===== config.mk =====
export PLATFORM = sky130hd
export DESIGN_NAME = voxel_line_traversal
export DESIGN_NICKNAME = d
export VERILOG_FILES = /design/src/rtl/vlt_pkg.sv /design/src/rtl/vlt_div.sv /design/src/rtl/vlt_dp.sv /design/src/rtl/vlt_ctrl.sv /design/src/rtl/voxel_line_traversal.sv
export SDC_FILE = /design/constraint.sdc
export NUM_CORES = 1
export LEC_CHECK = 0
export BUFFER_PORTS_ARGS = -buffer_cell sky130_fd_sc_hd__buf_2
export CORE_MARGIN = 1
export CORE_UTILIZATION = 55
export CTS_CLUSTER_SIZE = 8
export DETAILED_ROUTE_END_ITERATION = 8
export GPL_TIMING_DRIVEN = 0
export PLACE_DENSITY = 0.8
export RECOVER_POWER = 25
export SLEW_MARGIN = 20
export SYNTH_ARGS = -nofsm -noshare
export SYNTH_HDL_FRONTEND = slang
export SYNTH_SLANG_ARGS = --single-unit

===== constraint.sdc =====
create_clock -name clk -period 6.3 [get_ports clk]
set_input_delay 0.945 -clock clk [delete_from_list [all_inputs] [get_ports clk]]
set_output_delay 0.945 -clock clk [all_outputs]
set_load 0.1 [all_outputs]

===== src/rtl/vlt_pkg.sv =====
// ----------------------------------------------------------------------------
// vlt_pkg: shared types and constants for the voxel line traversal
// Field widths, grid limits, DDA scaling and the command and status groups
// that run between the controller and the datapath.
// ----------------------------------------------------------------------------
package vlt_pkg;

	// grid and sequence limits
	localparam int GRID_X     = 512;
	localparam int GRID_Z     = 64;
	localparam int MAX_POINTS = 64;

	// field widths
	localparam int XY_W  = 9;
	localparam int Z_W   = 6;
	localparam int IDX_W = 6;

	// internal widths
	localparam int CUR_W   = 10;                 // start plus up to 63 moves
	localparam int NEXT_W  = 14;                 // holds GRID_X/GRID_Z up to 4096
	localparam int MAG_W   = 9;                  // |delta| at setup
	localparam int FRAC_W  = 10;                 // DDA scale of 1024
	localparam int QUO_W   = MAG_W + FRAC_W;     // dividend and quotient
	localparam int CNT_W   = $clog2(QUO_W);
	localparam int INC_W   = 21;
	localparam int ACC_W   = 28;

	localparam int DDA_ONE = 1024;
	localparam logic [INC_W-1:0] DDA_NO_MOVE = INC_W'(32'h3fffffff / 512);

	typedef enum logic [1:0] {
		REASON_END   = 2'd0,
		REASON_LIMIT = 2'd1,
		REASON_GRID  = 2'd2
	} reason_t;

	// request: one line segment
	typedef struct packed {
		logic [XY_W-1:0] start_x;
		logic [XY_W-1:0] start_y;
		logic [Z_W-1:0]  start_z;
		logic [XY_W-1:0] end_x;
		logic [XY_W-1:0] end_y;
		logic [Z_W-1:0]  end_z;
	} seg_t;

	// result: one voxel on the line
	typedef struct packed {
		logic [XY_W-1:0]  point_x;
		logic [XY_W-1:0]  point_y;
		logic [Z_W-1:0]   point_z;
		logic [IDX_W-1:0] point_index;
		logic             last;
		reason_t          end_reason;
	} vox_t;

	// controller to datapath
	typedef struct packed {
		logic capture;
		logic setup;
		logic div_start;
		logic div_sel;
		logic init_acc;
		logic step;
	} cmd_t;

	// datapath to controller
	typedef struct packed {
		logic div_done;
		logic out_free;
		logic last_now;
	} sts_t;

endpackage


===== src/rtl/vlt_div.sv =====
// ----------------------------------------------------------------------------
// vlt_div: iterative unsigned divider
// Restoring division, one quotient bit per cycle; done pulses for one cycle
// once the quotient is in place.
// ----------------------------------------------------------------------------
module vlt_div
	import vlt_pkg::*;
(
	input  logic             clk,
	input  logic             arst_n,
	input  logic             start,
	input  logic [QUO_W-1:0] dividend,
	input  logic [MAG_W-1:0] divisor,
	output logic [QUO_W-1:0] quotient,
	output logic             done
);

	logic             busy_q;
	logic             done_q;
	logic [CNT_W-1:0] cnt_q;
	logic [MAG_W-1:0] rem_q;
	logic [QUO_W-1:0] quo_q;
	logic [MAG_W:0]   trial;
	logic             fits;

	// trial subtract of the shifted partial remainder
	always_comb begin
		trial = {rem_q, quo_q[QUO_W-1]};
		fits  = trial >= {1'b0, divisor};
	end

	// control
	always_ff @(posedge clk or negedge arst_n) begin
		if (!arst_n) begin
			busy_q <= 1'b0;
			done_q <= 1'b0;
			cnt_q  <= '0;
		end else if (start) begin
			busy_q <= 1'b1;
			done_q <= 1'b0;
			cnt_q  <= CNT_W'(QUO_W - 1);
		end else if (busy_q) begin
			cnt_q <= cnt_q - 1'b1;
			if (cnt_q == '0) begin
				busy_q <= 1'b0;
				done_q <= 1'b1;
			end
		end else begin
			done_q <= 1'b0;
		end
	end

	// remainder and quotient shift
	always_ff @(posedge clk) begin
		if (start) begin
			rem_q <= '0;
			quo_q <= dividend;
		end else if (busy_q) begin
			rem_q <= fits ? MAG_W'(trial - {1'b0, divisor}) : trial[MAG_W-1:0];
			quo_q <= {quo_q[QUO_W-2:0], fits};
		end
	end

	assign quotient = quo_q;
	assign done     = done_q;

endmodule


===== src/rtl/vlt_dp.sv =====
// ----------------------------------------------------------------------------
// vlt_dp: traversal datapath
// Holds the current and end voxel, deltas, increments and accumulators,
// the shared divider and the output register.
// ----------------------------------------------------------------------------
module vlt_dp
	import vlt_pkg::*;
(
	input  logic clk,
	input  logic arst_n,
	input  cmd_t cmd,
	output sts_t sts,
	input  seg_t seg,
	output logic vox_valid,
	input  logic vox_stall,
	output vox_t vox
);

	localparam logic [NEXT_W-1:0] LIM_XY = NEXT_W'(GRID_X);
	localparam logic [NEXT_W-1:0] LIM_Z  = NEXT_W'(GRID_Z);

	logic [CUR_W-1:0] cur_q [3];
	logic [CUR_W-1:0] fin_q [3];
	logic [MAG_W-1:0] mag_q [3];
	logic [2:0]       neg_q;
	logic [1:0]       dom_q;
	logic [INC_W-1:0] inc_q [3];
	logic [ACC_W-1:0] acc_q [3];
	logic [IDX_W-1:0] idx_q;
	logic             vox_valid_q;
	vox_t             vox_q;

	logic [MAG_W-1:0] mag_d [3];
	logic [2:0]       neg_d;
	logic [1:0]       dom_d;
	logic [1:0]       div_axis;
	logic [MAG_W-1:0] divisor;
	logic [MAG_W-1:0] mag_dom;
	logic [QUO_W-1:0] quotient;
	logic             div_done;
	logic             out_free;
	logic             at_end;
	logic             at_lim;
	logic             off_grid;
	logic             last_now;
	logic [1:0]       ax;
	logic [CUR_W-1:0] cur_sel;
	logic             neg_sel;
	logic [NEXT_W-1:0] lim_sel;
	logic [NEXT_W-1:0] nxt;
	reason_t          reason;

	// deltas and dominant axis from the captured segment
	always_comb begin
		logic signed [CUR_W+1:0] d;
		for (int i = 0; i < 3; i++) begin
			d        = $signed({2'b00, fin_q[i]}) - $signed({2'b00, cur_q[i]});
			neg_d[i] = d < 0;
			mag_d[i] = neg_d[i] ? MAG_W'(-d) : MAG_W'(d);
		end
		if (mag_d[0] >= mag_d[1] && mag_d[0] >= mag_d[2])
			dom_d = 2'd0;
		else if (mag_d[1] >= mag_d[2])
			dom_d = 2'd1;
		else
			dom_d = 2'd2;
	end

	// which non-dominant axis the divider is working on
	always_comb begin
		case (dom_q)
			2'd0:    div_axis = cmd.div_sel ? 2'd2 : 2'd1;
			2'd1:    div_axis = cmd.div_sel ? 2'd2 : 2'd0;
			default: div_axis = cmd.div_sel ? 2'd1 : 2'd0;
		endcase
		case (div_axis)
			2'd0:    divisor = mag_q[0];
			2'd1:    divisor = mag_q[1];
			default: divisor = mag_q[2];
		endcase
		case (dom_q)
			2'd0:    mag_dom = mag_q[0];
			2'd1:    mag_dom = mag_q[1];
			default: mag_dom = mag_q[2];
		endcase
	end

	vlt_div u_div (
		.clk      (clk),
		.arst_n   (arst_n),
		.start    (cmd.div_start),
		.dividend ({mag_dom, FRAC_W'(0)}),
		.divisor  (divisor),
		.quotient (quotient),
		.done     (div_done)
	);

	// step decision: stop conditions, axis choice, grid check
	always_comb begin
		at_end = (cur_q[0] == fin_q[0]) && (cur_q[1] == fin_q[1]) && (cur_q[2] == fin_q[2]);
		at_lim = idx_q == IDX_W'(MAX_POINTS - 1);
		if (acc_q[2] <= acc_q[0] && acc_q[2] <= acc_q[1])
			ax = 2'd2;
		else if (acc_q[0] < acc_q[1])
			ax = 2'd0;
		else
			ax = 2'd1;
		case (ax)
			2'd0: begin
				cur_sel = cur_q[0];
				neg_sel = neg_q[0];
				lim_sel = LIM_XY;
			end
			2'd1: begin
				cur_sel = cur_q[1];
				neg_sel = neg_q[1];
				lim_sel = LIM_XY;
			end
			default: begin
				cur_sel = cur_q[2];
				neg_sel = neg_q[2];
				lim_sel = LIM_Z;
			end
		endcase
		nxt      = neg_sel ? NEXT_W'(cur_sel) - 1'b1 : NEXT_W'(cur_sel) + 1'b1;
		// a step below zero wraps to the top of nxt and fails the compare too
		off_grid = nxt >= lim_sel;
		last_now = at_end || at_lim || off_grid;
		if (at_end)
			reason = REASON_END;
		else if (at_lim)
			reason = REASON_LIMIT;
		else if (off_grid)
			reason = REASON_GRID;
		else
			reason = REASON_END;
	end

	// segment, setup and DDA state
	always_ff @(posedge clk) begin
		if (cmd.capture) begin
			cur_q[0] <= CUR_W'(seg.start_x);
			cur_q[1] <= CUR_W'(seg.start_y);
			cur_q[2] <= CUR_W'(seg.start_z);
			fin_q[0] <= CUR_W'(seg.end_x);
			fin_q[1] <= CUR_W'(seg.end_y);
			fin_q[2] <= CUR_W'(seg.end_z);
			idx_q    <= '0;
		end
		if (cmd.setup) begin
			for (int i = 0; i < 3; i++) begin
				mag_q[i] <= mag_d[i];
				inc_q[i] <= INC_W'(DDA_ONE);
			end
			neg_q <= neg_d;
			dom_q <= dom_d;
		end
		if (div_done) begin
			for (int i = 0; i < 3; i++) begin
				if (div_axis == 2'(i))
					inc_q[i] <= (mag_q[i] == '0) ? DDA_NO_MOVE : INC_W'(quotient);
			end
		end
		if (cmd.init_acc) begin
			for (int i = 0; i < 3; i++) begin
				if (neg_q[i])
					acc_q[i] <= ACC_W'(inc_q[i] >> 1);
				else
					acc_q[i] <= ACC_W'(inc_q[i] - (inc_q[i] >> 1));
			end
		end
		if (cmd.step && !last_now) begin
			for (int i = 0; i < 3; i++) begin
				if (ax == 2'(i)) begin
					cur_q[i] <= nxt[CUR_W-1:0];
					acc_q[i] <= acc_q[i] + ACC_W'(inc_q[i]);
				end
			end
			idx_q <= idx_q + 1'b1;
		end
	end

	// output register
	assign out_free = !vox_valid_q || !vox_stall;

	always_ff @(posedge clk or negedge arst_n) begin
		if (!arst_n)
			vox_valid_q <= 1'b0;
		else if (cmd.step)
			vox_valid_q <= 1'b1;
		else if (!vox_stall)
			vox_valid_q <= 1'b0;
	end

	always_ff @(posedge clk) begin
		if (cmd.step) begin
			vox_q.point_x     <= cur_q[0][XY_W-1:0];
			vox_q.point_y     <= cur_q[1][XY_W-1:0];
			vox_q.point_z     <= cur_q[2][Z_W-1:0];
			vox_q.point_index <= idx_q;
			vox_q.last        <= last_now;
			vox_q.end_reason  <= reason;
		end
	end

	assign vox_valid    = vox_valid_q;
	assign vox          = vox_q;
	assign sts.div_done = div_done;
	assign sts.out_free = out_free;
	assign sts.last_now = last_now;

endmodule


===== src/rtl/vlt_ctrl.sv =====
// ----------------------------------------------------------------------------
// vlt_ctrl: traversal sequencer
// Takes a request, runs setup and the two increment divisions, then steps
// the DDA once per free output slot until the final voxel goes out.
// ----------------------------------------------------------------------------
module vlt_ctrl
	import vlt_pkg::*;
(
	input  logic clk,
	input  logic arst_n,
	input  logic seg_valid,
	output logic seg_stall,
	input  sts_t sts,
	output cmd_t cmd
);

	typedef enum logic [7:0] {
		ST_IDLE      = 8'b0000_0001,
		ST_SETUP     = 8'b0000_0010,
		ST_DIV0_GO   = 8'b0000_0100,
		ST_DIV0_WAIT = 8'b0000_1000,
		ST_DIV1_GO   = 8'b0001_0000,
		ST_DIV1_WAIT = 8'b0010_0000,
		ST_INIT      = 8'b0100_0000,
		ST_STEP      = 8'b1000_0000
	} state_t;

	state_t state_q;
	state_t state_d;

	// next state and commands
	always_comb begin
		state_d       = state_q;
		cmd           = '0;
		unique case (state_q)
			ST_IDLE: begin
				cmd.capture = seg_valid;
				if (seg_valid)
					state_d = ST_SETUP;
			end
			ST_SETUP: begin
				cmd.setup = 1'b1;
				state_d   = ST_DIV0_GO;
			end
			ST_DIV0_GO: begin
				cmd.div_start = 1'b1;
				state_d       = ST_DIV0_WAIT;
			end
			ST_DIV0_WAIT: begin
				if (sts.div_done)
					state_d = ST_DIV1_GO;
			end
			ST_DIV1_GO: begin
				cmd.div_sel   = 1'b1;
				cmd.div_start = 1'b1;
				state_d       = ST_DIV1_WAIT;
			end
			ST_DIV1_WAIT: begin
				cmd.div_sel = 1'b1;
				if (sts.div_done)
					state_d = ST_INIT;
			end
			ST_INIT: begin
				cmd.init_acc = 1'b1;
				state_d      = ST_STEP;
			end
			ST_STEP: begin
				cmd.step = sts.out_free;
				if (sts.out_free && sts.last_now)
					state_d = ST_IDLE;
			end
			default: state_d = ST_IDLE;
		endcase
	end

	always_ff @(posedge clk or negedge arst_n) begin
		if (!arst_n)
			state_q <= ST_IDLE;
		else
			state_q <= state_d;
	end

	assign seg_stall = state_q != ST_IDLE;

endmodule


===== src/rtl/voxel_line_traversal.sv =====
// ----------------------------------------------------------------------------
// voxel_line_traversal: 3D voxel line walk by fixed-point DDA
// Channel  Dir  Payload  Handshake
// seg      in   seg_t    seg_valid / seg_stall  start and end voxel
// vox      out  vox_t    vox_valid / vox_stall  one voxel on the line
//
// A request first runs setup and the two increment divisions on the shared
// bit-serial divider, then yields one voxel per cycle while the output is
// not stalled, up to 64 voxels. One request at a time.
// Reset clears the sequencer and the output valid.
// A stall on vox holds the output register and pauses the DDA step.
// ----------------------------------------------------------------------------
module voxel_line_traversal
	import vlt_pkg::*;
(
	input  logic clk,
	input  logic arst_n,
	input  logic seg_valid,
	output logic seg_stall,
	input  seg_t seg,
	output logic vox_valid,
	input  logic vox_stall,
	output vox_t vox
);

	cmd_t cmd;
	sts_t sts;

	vlt_ctrl u_ctrl (
		.clk       (clk),
		.arst_n    (arst_n),
		.seg_valid (seg_valid),
		.seg_stall (seg_stall),
		.sts       (sts),
		.cmd       (cmd)
	);

	vlt_dp u_dp (
		.clk       (clk),
		.arst_n    (arst_n),
		.cmd       (cmd),
		.sts       (sts),
		.seg       (seg),
		.vox_valid (vox_valid),
		.vox_stall (vox_stall),
		.vox       (vox)
	);

endmodule


# After elaboration in Yosys (flattened, before gate mapping)
# Memory sizes are Yosys's and may differ from the RTL's.
# Index checks and enable logic that the tools add are counted.
# totals
ff_bits	88
inputBits	52
out_inout_bits	35
n_memories	5
ram_bits	231
# mem_list
memory	depth	width	rd	rd_ports_with_merged_regs	wr	line_no	text
u_dp.acc_q	3	28	3	0	3	vlt_dp.sv:28	logic [ACC_W-1:0] acc_q [3];
u_dp.inc_q	3	21	3	0	3	vlt_dp.sv:27	logic [INC_W-1:0] inc_q [3];
u_dp.cur_q	3	10	3	0	3	vlt_dp.sv:22	logic [CUR_W-1:0] cur_q [3];
u_dp.fin_q	3	9	3	0	3	vlt_dp.sv:23	logic [CUR_W-1:0] fin_q [3];
u_dp.mag_q	3	9	3	0	3	vlt_dp.sv:24	logic [MAG_W-1:0] mag_q [3];
# classes
add_sub_neg	17
n_bitwise	12
n_reduce_logical	26
magnitude_cmp	11
n_mux	99
n_eq_ne	24
# op_table
op	count
28-bit 2-to-1 mux	6
21-bit 2-to-1 mux	6
28-bit by 21-bit adder with 28-bit output	3
21-bit by 20-bit subtractor with 22-bit output	3
8-bit case mux with 8 select lines	1
1-bit 2-to-1 mux	57
28-bit <= comparator	2
10-bit 2-to-1 mux	4
19-bit 2-to-1 mux	2
9-bit 2-to-1 mux	4
9-bit case mux with 2 select lines	2
11-bit by 1-bit < comparator with 1-bit output (second input constant)	3
10-bit by 10-bit subtractor with 11-bit output	3
8-bit 2-to-1 mux	4
10-bit == test	3
28-bit < comparator	1
9-bit greater-or-equal comparator	3
9-bit logical NOT	3
9-bit negation	3
10-bit case mux with 2 select lines	1
14-bit by 10-bit greater-or-equal comparator with 1-bit output	1
14-bit 2-to-1 mux	1
6-bit 2-to-1 mux	2
1-bit bitwise OR	12
33 further kinds	59

# Longest topological paths before layout
# An unclocked memory read counts as a cell.
# logic_depth
word_depth	15
ltp_mapped	27

# Modules after synthesis
# From an unflattened synthesis, not the netlist that was laid out.
# unflattened
cells_unflattened	2536
hier_area_um2	24596.1
# by_module_without_submodules
module	area_each_um2	instances	cells_per_inst	seq_area_each_um2
vlt_dp	21949.8	1	2282	8102.8
vlt_div	2039.5	1	184	925.9
vlt_ctrl	606.8	1	70	201.4

# Least setup slack after synthesis
# OpenSTA, ideal clock, no wires.
# synth_timing
path_kind	register to register
from	memory u_dp.acc_q[2][26] (netlist: u_dp.acc_q[0][82])
to	memory u_dp.acc_q[0][0] (enable)
path_slack_ns	0.285
setup_ns	0.385
arrival_ns	5.630
stages_incl_launch_ff	23
cell_sequence	edfxtp_1 > ha_1 > a21oi_1 > nand2_1 > a221o_1 > nor3_1 > a2bb2oi_2 > nand2_2 > mux2i_2 > or4_1 > buf_2 > a21o_1 > xnor2_1 > ha_1 > inv_1 > nor2_1 > a2111o_1 > or4_1 > a211oi_2 > buf_4 > nand2_2 > buf_2 > nand2_1
# synth_lines
element	line_no
start: declaration	vlt_dp.sv:28

==> results.toml <==
[placed_design]
gp_congestion = 0.9278
post-dp-hpwl_um = 50870
io_buffers = 86

[detailed_routing]
routed_wl_um = 66270
drt.antenna.violating_nets = 0
vias = 20200
vias_per_cell = 6.064
drt_iter0_drc = 1647
remaining_drc_errors = 0
wl_per_cell_um = 19.90
dr.pass1.iters = 5

[timing]
period_share_pct = 98.43
final.setup_skew_ps = 28.15
finalCriticalPeriod_ps = 6201
hold-worst-slack_ps = 472.5
fmax_mhz = 161.3
worstMarginPinSlew_ps = 1515
relSlewSlack_pct = -0.9987
timing_hold_violations_final = 0
finalSetupViolCount = 0
slew_violations = 27

[logic_synthesis]
synth_flop_cell = "edfxtp_1"
yosysWarnings = 0
netlist.area_leader.share_pct = 34.72
synth-seq-cells = 313
syn_avg_cell_area_sq_um = 9.425
syn_nets = 2886
synth_edf_count = 278
ys_types = 90
async_flop_share_pct = 5.112
synthCells = 2551
yosys.area.top_type = "edfxtp_1"
syn_area_sq_um = 24040
synth_seq_area_share_pct = 37.97
synth_top_cells_by_area = "edfxtp_1 (35%), ha_1 (14%), nor2_1 (4.5%)"
synthTopCellsByCount = "nor2_1 (291), edfxtp_1 (278), ha_1 (273)"
synth_most_common_cell = "nor2_1"

[critical_path]
cp_max_fo = 14
reg2reg_from = "u_dp.acc_q[0][25]$_DFFE_PP_"
crit_family = "simple AND/OR/NAND/NOR gates"
cp_cell_sequence = "inv_2 > ha_1 > nand4_1 > buf_4 > nor2_1 > a22oi_1 > o211ai_1 > o21ai_2 > nand2_4 > mux2i_4 > or4_4 > buf_4 > a21o_1 > xnor2_2 > ha_1 > inv_2 > nor2_1 > a2111o_1 > or4_4 > a211oi_4 > buf_8 > nand2_2 > buf_6 > nand2_4"
crit_buf_inv = 6
worstPathRequired_ps = 6520
cp.arrival_ps = 6420
slowest_delay_ps = 520
criticalPathCategory = "register to register"
cp-start-kind = "register"
worstSetupEndpointType = "register"
critPathLaunch = "u_dp.acc_q[0][25]$_DFFE_PP_"
crit_slowest_cell = "or4_4"

[finish]
layout.nets = 3061
fillers = 3435
diodes = 0
drive_gt1_share_pct = 9.650
final_util_pct = 62.95
area_growth_pct = 12.78

[clock_network]
clk_pin_slew_ps = 50
clk_latency_ps = 580
cts_tree = "built"
cts-root-buf = "clkbuf_16"
ctsHoldBuffers = 0
cts_inserted_buffers = 45
cts.sinks = 313
htree_levels = 2
cts_buffer_depth = 3

[outcome]
violations = "capacitance limit, slew limit"
status = "finished, violations left"

[floorplan]
io_pins = 87
fp.dieH_um = 211.1
core_area_sq_um = 43080
start_util_pct = 55.82
die_width_um = 211.1
dieArea_sq_um = 44550
fp-row-count = 76

[global_routing]
grt_pass1_vias = 19930
antenna_found_initial = 0
grt-ovfl-total = 0
grt_pass1_wl_um = 102500
grt_max_degree = 33
track_usage_pct = 29.45

[power]
ir_worst_vdd_v = 0.0003387
fin_total_pwr_w = 0.009603
leakagePower_nw = 11.46
cellPowerDensity_nw_per_um2 = 354.1

[min_path]
min_from = "u_dp.cur_q[0][11]$_DFFE_PP_"
min_path_type = "register to register"

[job]
cap_violations = 1
-- final timing paths --
kind | endpoint | slack, ps | cells past startpoint
max in group asynchronous | u_ctrl.state_q[2]$_DFFE_PN0P_ | 5120 | 1
setup / recovery | u_dp.acc_q[0][2]$_DFFE_PP_ | 100 | 24
hold reg to reg | u_dp.vox[16]$_DFFE_PP_ | 470 | 0
setup reg to reg | u_dp.acc_q[0][2]$_DFFE_PP_ | 100 | 24
min in group asynchronous | u_dp.u_div.cnt_q[0]$_DFFE_PN0P_ | 530 | 1
hold / removal | u_dp.vox[16]$_DFFE_PP_ | 470 | 0
-- layer usage --
| metal | GRT usage [%] | share of wire [%] | up-vias |
|---|---|---|---|
| met4 | 18.14 | 6.1 | 0 |
| met5 | 0 | 0 | - |
| li1 | - | - | 9618 |
| met3 | 3.509 | 5.9 | 204 |
| met2 | 50.00 | 48 | 770 |
| met1 | 35.70 | 40 | 9607 |
-- where the power goes --
group	switching [W]	internal, W
Clock	0.000907	0.00130
Combinational	0.00251	0.00173
Sequential	0.000380	0.00278
Total	0.00380	0.00580
-- sequential cells by signal (all words and copies together) (netlist names) --
| signal | count |
|---|---|
| u_dp.u_div.done | 1 |
| u_dp.idx_q | 6 |
| u_ctrl.state_q | 8 |
| u_dp.vox_valid | 1 |
| u_dp.neg_q | 3 |
| u_dp.vox | 33 |
| u_dp.u_div.cnt_q | 5 |
| u_dp.cur_q | 30 |
| u_dp.u_div.rem_q | 9 |
| u_dp.mag_q | 27 |
| u_dp.u_div.busy_q | 1 |
| u_dp.inc_q | 60 |
| u_dp.acc_q | 84 |
| u_dp.u_div.quotient | 19 |
| u_dp.dom_q | 2 |
| u_dp.fin_q | 24 |
-- timing repair --
| action | in CTS | in global routing |
|---|---|---|
| pin swaps | 8 | 19 |
| cloned | 0 | 2 |
| endpoints found under the setup margin | 240 | 240 |
| setup buffers | 10 | 30 |
| resized for setup | 51 | 45 |
-- cell families after synthesis --
| logic type | synth area share, % |
|---|---|
| and+or+nand+nor | 15.75 |
| DFF | 37.97 |
| AOI/OAI and AO/OA | 15.63 |
| buffers and inverters | 4.756 |
| adders and majority gates | 15.04 |
| xor gates and xnor gates | 6.338 |
| muxes | 4.512 |
-- metrics by stage --
| stage | std cells | worst slack [ps] | area, sq um | setup TNS, ps |
|---|---|---|---|---|
| final | 3331 | 99.05 | 27120 | 0 |
| after global routing | 3331 | -54.79 | 27120 | -819.6 |
| after CTS | 3299 | -23.02 | 26790 | -700.8 |
| after detailed placement | 3223 | -1346 | 25240 | -201590 |
| after global placement | 3222 | -1711 | 25210 | -230710 |
| after floorplan | 2551 | 285.3 | 24040 | 0 |
-- layout by cell type (no fill, tap or decap), types with 46 or more instances in the layout --
cell type and instances:
a21o_1 54, a21oi_1 181, buf_2 56, buf_4 46
clkbuf_1 91, edfxtp_1 278, ha_1 272, inv_1 220
mux2i_1 73, nand2_1 132, nand3_1 88, nor2_1 290
nor3_1 61, o21ai_0 139, xnor2_1 104, xor2_1 68
-- layout make-up --
class	count	area (sq um)	share of cell area, %
clock buffer	64	1197	4.416
timing repair buffer	127	698.2	2.575
inverter	232	870.8	3.212
sequential	313	9130	33.67
tap	585	732.0	2.699
clock inverter	3	51.30	0.1892
buffer	61	321.6	1.186
multi-input combinational	1946	14110	52.05
No activity file was read; power rests on OpenSTA's default activity.
